### src/sv/pis_pkg.sv
// shared types and constants of the periodic id scheduler
package pis_pkg;

   localparam int DUE_W    = 40;
   localparam int ID_W     = 16;
   localparam int PERIOD_W = 16;

   localparam logic [DUE_W-1:0] DUE_MAX = {DUE_W{1'b1}};

   // request action codes
   localparam logic [1:0] ACT_REGISTER = 2'd0;
   localparam logic [1:0] ACT_NEXT     = 2'd1;
   localparam logic [1:0] ACT_CLEAR    = 2'd2;
   localparam logic [1:0] ACT_UNUSED   = 2'd3;

   // response status codes
   localparam logic [1:0] STATUS_OK    = 2'd0;
   localparam logic [1:0] STATUS_FULL  = 2'd1;
   localparam logic [1:0] STATUS_EMPTY = 2'd2;

   // command broadcast to every cell of the sorted chain
   typedef enum logic [1:0] {
      OP_HOLD   = 2'd0,
      OP_INSERT = 2'd1,
      OP_SHIFT  = 2'd2,
      OP_CLEAR  = 2'd3
   } cell_op_type;

   // payload held by one cell
   typedef struct packed {
      logic [DUE_W-1:0]    due;
      logic [ID_W-1:0]     id;
      logic [PERIOD_W-1:0] step;
   } slot_data_type;

endpackage

### src/sv/pis_cell.sv
// one cell of the sorted entry chain
module pis_cell #(
   parameter int TAG_W = 6
) (
   input  logic                   clock,
   input  logic                   reset,
   input  pis_pkg::cell_op_type   op,
   input  pis_pkg::slot_data_type ins_data,
   input  logic [TAG_W-1:0]       ins_tag,
   input  logic                   left_valid,
   input  pis_pkg::slot_data_type left_data,
   input  logic [TAG_W-1:0]       left_tag,
   input  logic                   left_lt,
   input  logic                   right_valid,
   input  pis_pkg::slot_data_type right_data,
   input  logic [TAG_W-1:0]       right_tag,
   output logic                   cur_valid,
   output pis_pkg::slot_data_type cur_data,
   output logic [TAG_W-1:0]       cur_tag,
   output logic                   cur_lt
);

   logic                   valid_ff, valid_in;
   pis_pkg::slot_data_type data_ff, data_in;
   logic [TAG_W-1:0]       tag_ff, tag_in;

   // this cell sorts ahead of the key being inserted
   assign cur_lt = valid_ff &&
                   ({data_ff.due, data_ff.id, tag_ff} < {ins_data.due, ins_data.id, ins_tag});

   always_comb begin
      valid_in = valid_ff;
      data_in  = data_ff;
      tag_in   = tag_ff;
      case (op)
         pis_pkg::OP_INSERT: begin
            if (!cur_lt) begin
               if (left_lt) begin
                  valid_in = 1'b1;
                  data_in  = ins_data;
                  tag_in   = ins_tag;
               end else begin
                  valid_in = left_valid;
                  data_in  = left_data;
                  tag_in   = left_tag;
               end
            end
         end
         pis_pkg::OP_SHIFT: begin
            valid_in = right_valid;
            data_in  = right_data;
            tag_in   = right_tag;
         end
         pis_pkg::OP_CLEAR: begin
            valid_in = 1'b0;
         end
         default: begin
            valid_in = valid_ff;
         end
      endcase
   end

   always_ff @(posedge clock) begin
      if (reset) begin
         valid_ff <= 1'b0;
      end else begin
         valid_ff <= valid_in;
      end
      data_ff <= data_in;
      tag_ff  <= tag_in;
   end

   assign cur_valid = valid_ff;
   assign cur_data  = data_ff;
   assign cur_tag   = tag_ff;

endmodule

### config.mk
export PLATFORM = sky130hd
export DESIGN_NAME = pis_cell
export DESIGN_NICKNAME = d
export VERILOG_FILES = /design/src/sv/pis_pkg.sv /design/src/sv/pis_cell.sv
export SDC_FILE = /design/constraint.sdc
export NUM_CORES = 1
export LEC_CHECK = 0
export BUFFER_PORTS_ARGS = -buffer_cell sky130_fd_sc_hd__buf_4
export CORE_ASPECT_RATIO = 0.5
export CORE_MARGIN = 2
export CORE_UTILIZATION = 45
export DETAILED_ROUTE_END_ITERATION = 8
export GPL_ROUTABILITY_DRIVEN = 0
export GPL_TIMING_DRIVEN = 1
export MAX_ROUTING_LAYER = met4
export PLACE_DENSITY = 0.84
export SETUP_SLACK_MARGIN = 0.05
export SLEW_MARGIN = 20
export SYNTH_ARGS = -nofsm -noshare
export SYNTH_HDL_FRONTEND = slang
export SYNTH_SLANG_ARGS = --single-unit
### constraint.sdc
create_clock -name clock -period 4.6 [get_ports clock]
set_clock_uncertainty 0.05 [all_clocks]
set_input_delay 0.23 -clock clock [delete_from_list [all_inputs] [get_ports clock]]
set_output_delay 0.23 -clock clock [all_outputs]
set_load 0.1 [all_outputs]
; ---- Yosys cells after proc, flatten, opt, wreduce, memory -nomap -nowiden
; Cells that the tools add are included.
[totals]
reg_bits = 79
latchBits = 0
ram_bits = 0
mem_bits_ro = 0
in_bits = 241
mem_count = 0
[classes]
add_sub_neg = 0
mul = 0
div_mod_pow = 0
magnitude_cmp = 1
eq_ne = 4
n_shift = 0
n_mux = 9
bitwise_logic = 0
reduce_logical = 5
[op_table]
columns = op, n
row1 = two-way mux 72 bit, 2
row2 = one-hot mux 72 bit (2 select lines), 1
row3 = < comparator 62 bit, 1
row4 = two-way mux 6 bit, 2
row5 = one-hot mux 6 bit (2 select lines), 1
row6 = == test 2 bit (second input constant), 2
row7 = AND reduction 2 bit, 2
row8 = one-hot mux 1 bit (3 select lines), 1
row9 = nonzero test 3 bit, 1
row10 = == test 2 x 1 -> 1 bit (second input constant), 1
row11 = two-way mux 1 bit, 2
row12 = != test 2 bit (second input constant), 1
row13 = nonzero test 2 bit, 1
row14 = logical AND 1 bit, 1

; ---- Longest topological paths before layout
[depth]
word_depth = 4
depth_mapped = 9

; ---- Worst setup path before layout
; Ideal clock, no wire load.
[synth_timing]
kind = register to register
from = reg data_ff, in the netlist cur_data[38]
to = reg data_ff, in the netlist cur_data[0] (enable)
setup_time_ns = 0.443
arrival_time_ns = 4.061
required_time_ns = 4.107
slack_ns = 0.045
stages_incl_launch_ff = 9
n_path_buf = 0
cell_sequence = edfxtp_1 > ha_1 > nand4_1 > nor4_2 > nand2_1 > a31oi_1 > a211oi_1 > o21bai_1 > a31o_1
[synth_between]
elab_chain_cells = 4
[synth_lines]
columns = element, line_no
row1 = "start, declared", pis_cell.sv:24  ; pis_pkg::slot_data_type data_ff, data_in;
row2 = "start signal, assigned", pis_cell.sv:69  ; data_ff <= data_in;
row3 = < comparator 62 bit, pis_cell.sv:29  ; ({data_ff.due, data_ff.id, tag_ff} < {ins_data.due, ins_data.id, ins_tag});
row4 = logical AND 1 bit, pis_cell.sv:28  ; assign cur_lt = valid_ff &&
row5 = != test 2 bit (no source line), -
row6 = AND reduction 2 bit (no source line), -
; Every way passes these cells.
; A chain may end at the register's enable or synchronous reset.

; ---- Worst setup path in the final report
[layout_timing]
from = reg data_ff, in the netlist cur_data[38]
to = reg data_ff, in the netlist cur_data[69] (enable)
; Same word-level chain as after synthesis.

==> results.txt <==
----------------------------------------------------
[Detailed routing]
  Drt initial violations ... 200
  DR DRC count ... 0
  Count of nets left with antenna violations after detail routing ... 0
  Via density ... 5.038
  Iteration count of the initial detailed-routing pass ... 5
  Routed length per placed instance ... 16.60 um
  Total via count after detailed routing ... approximately 5.3k
  Total routed wirelength ... 17580 um

[Clock network]
  Number of buffers between clock root and the deepest sink ... 2
  Clock transition at the register clock pins on the worst setup and hold paths after CTS ... 0.06 ns
  Clock Sink Count ... 79
  Number of buffers created by CTS ... 9
  Clock latency of the later-clocked register in the worst-skew pair ... ~0.33 ns
  Post-CTS Setup Repair Bufs ... 0
  H-tree level count ... 3
  Clock tree from TritonCTS ... yes
  Post-cts hold buffer count ... 0
  Gates resized, CTS repair ... 0
  Clock root buffer ... clkbuf_16

[Setup path]
  Startpoint type of the worst setup path ... flop
  Max Fanout on Critical Path ... 45
  Type of the worst setup path ... reg -> reg
  End point of the critical path ... cur_data[69]$_DFFE_PP_
  Required time reported for the critical path endpoint ... 4.56 ns
  Stages on the worst setup path ... 9
  Critical Path, Cell by Cell ... ha_1, nand4_1, nor4_2, nand2_1, a31oi_1, a211oi_1, o21bai_1, a31o_4, buf_4
  Slowest stage cell, crit path ... a31o_4
  Worst reg2reg path depth ... 9
  Sum of buffers and inverters on the critical path ... 1
  Worst flop-to-flop path endpoint ... cur_data[69]$_DFFE_PP_
  Cell family with the largest share of critical-path delay ... compound AO/OA/AOI/OAI gates
  Flop2flop setup slack ... roughly 1.3 ns
  Setup crit start ... cur_data[38]$_DFFE_PP_
  Origin of the critical flop-to-flop path ... cur_data[38]$_DFFE_PP_
  CP endpoint kind ... flop
  Data arrival at the endpoint of the critical path ... about 3.2 ns
  Critical Path Max Stage Delay ... 0.65 ns

[Synthesis]
  Post-Synthesis Net Count ... 881
  Post-synthesis sequential area ratio ... 42.27%
  Basic-gate share of the synthesized area counting and, or, nand and nor cells ... between 10% and 20%
  Post-synthesis cell area ... around 5600 um2
  Number of instances in the synthesized netlist ... 579
  Arithmetic-cell share of the synthesized area counting full adders, half adders and majority gates ... 13.66%
  Ys async rst share ... 0%
  XOR/XNOR Fraction of Synth Area ... 0%
  Number of synthesized flops with an enable pin ... 78
  Synthesis Warnings ... 0
  Mean Syn Cell Area ... 9.653 um2
  Most used DFF post-synth ... edfxtp_1
  Synth Register Bits ... just under 80
  Combinational family with the most area after synthesis ... multiplexers
  Post-synth cell types ... 38
  Area fraction in compound gates after synthesis ... between 10% and 20%
  Multiplexer fraction of the synthesized cell area ... 14.17%

[STA]
  Count of final hold-check violations ... 0
  Post-route setup TNS ... 0 ns
  Final Cycle Share ... roughly 70%
  Max Freq ... 304.6 MHz
  Measured slew at the worst slew-check pin ... 0.9479 ns
  Number of max-slew violations in the final report ... 0
  Setup repair after global routing missed its margin ... no
  Minimum period implied by the final worst setup slack ... ~3.3 ns
  Setup violation total in the final timing report ... 0
  Worst slew margin relative to its limit ... 36.80%

[Finish]
  Synthesis-to-layout area growth ... 50.48%
  Layout net count ... 1191
  Leading cell types in the layout, fill and taps excluded ... buf_4, nand2_1, o21ai_0, mux2i_1, edfxtp_1
  Leading cell type in the layout, fill and taps excluded ... buf_4
  Core utilization of the finished layout ... 70.40%
  Share of final-layout standard cells stronger than drive strength 1 ... 39.26%
  Filler cell count in the final layout ... ~920
  Antenna diode count ... 0

[Floorplan]
  Num rows ... 28
  Width of the die ... 161.6 um
  Die boundary height ... around 83 um
  DIE AREA ... 13380 um2
  Initial core utilization ... between 40% and 50%
  Core region area ... 11950 um2
  Top Ports ... between 300 and 400

[Global route]
  Global-route wire length before repair ... around 27000 um
  Remaining global-route overflow ... 0
  Antenna violations before repair ... 0
  Total track usage ... 26.31%
  Pin count of the biggest net entering global routing ... 84
  Vias in the first global route ... approximately 5.5k

[Place]
  Placed wire-length estimate ... approximately 14000 um
  Count of input and output buffers ... 320

[Pwr]
  Power density over the cells ... 312.1 nW/um2
  Static Leak ... 4.148 nW
  Highest ir drop seen on vdd ... 156.3 uV

[Run]
  Max_cap viols ... 0

[Min path]
  Hold Crit Class ... in -> reg

[Run status]
  Outcome ... finished clean

----------------------------------------------------
## synth_stat cells (all sizes together), types with 2 or more instances
cell type	count	share of area, %
nand2b	2	0.22
nand4	4	0.45
edfxtp	78	42
nor4	2	0.34
o21ai	92	8.3
inv	65	4.4
nor2	10	0.67
buf	9	0.78
nand2	104	7.0
a21oi	31	2.8
mux2i	78	14
a211oi	2	0.36
clkbuf	17	1.1
a21o	2	0.27
ha	61	14
and4	7	1.2
## cells by family after synthesis
kind of cell / Yosys count
multiplexers: 79
AND/OR/NAND/NOR: 133
AO/OA/AOI/OAI: 136
flip-flops: 79
buffers and inverters: 91
adder cells (fa/ha/maj): 61
## flip-flops by register name, summed over array words and instances, names as in the netlist
register   count
cur_valid      1
cur_tag        6
cur_data      72
## where the power goes
group | total (mW) | leakage [nW] | switching (mW) | internal (mW)
Clock | 0.647 | 0.124 | 0.284 | 0.363
Sequential | 0.917 | 0.768 | 0.0357 | 0.881
Combinational | 1.06 | 3.26 | 0.726 | 0.335
Total | 2.62 | 4.15 | 1.05 | 1.58
## metrics by stage
step                      total power, mW  hold WS [ns]  area, um2  std cells  setup WS, ns
after floorplan                     1.638        0.3671       5589        579        0.7915
after global placement              1.968        0.4525       8144       1043         1.438
after detailed placement            1.992        0.4584       8144       1043         1.317
after CTS                           2.639        0.1146       8411       1059         1.298
after global routing                2.735        0.1174       8411       1059         1.080
final                               2.625        0.1210       8411       1059         1.317
## routing by layer
layer | up-vias | global-route usage [%] | part of all wire (%)
met1 | 2478 | 30.46 | 42
met3 | 27 | 4.545 | 4.4
met2 | 151 | 47.44 | 52
met4 | 0 | 7.160 | 2.0
li1 | 2679 | - | -
met5 | - | - | 0
## worst min-delay path by stage
stage                     cells after the start  slack [ns]                      to            from
after floorplan                               2        0.37   cur_data[0]$_DFFE_PP_   right_data[0]
after global placement                        3        0.45    cur_tag[4]$_DFFE_PP_    right_tag[4]
after detailed placement                      3        0.46  cur_data[13]$_DFFE_PP_  right_data[13]
after CTS                                     3        0.11  cur_data[13]$_DFFE_PP_  right_data[13]
after global routing                          3        0.12  cur_data[65]$_DFFE_PP_  right_data[65]
final                                         3        0.12  cur_data[13]$_DFFE_PP_  right_data[13]
## worst register-to-register path: stages (launching register included)
cell and delay [ns]:
edfxtp_1 0.40, ha_1 0.34, nand4_1 0.16, nor4_2 0.34
nand2_1 0.09, a31oi_1 0.22, a211oi_1 0.09, o21bai_1 0.23
a31o_4 0.65, buf_4 0.39
## area by class of cell
cell class | instances | area, um2 | share of cell area [%]
Sequential cell | 79 | 2362 | 28.09
Clock inverter | 6 | 37.54 | 0.4463
Multi-Input combinational cell | 409 | 2892 | 34.38
Tap cell | 165 | 206.4 | 2.455
Inverter | 65 | 244.0 | 2.901
Clock buffer | 10 | 229.0 | 2.722
Timing Repair Buffer | 325 | 2440 | 29.01
No activity file was read; power rests on OpenSTA's default activity.
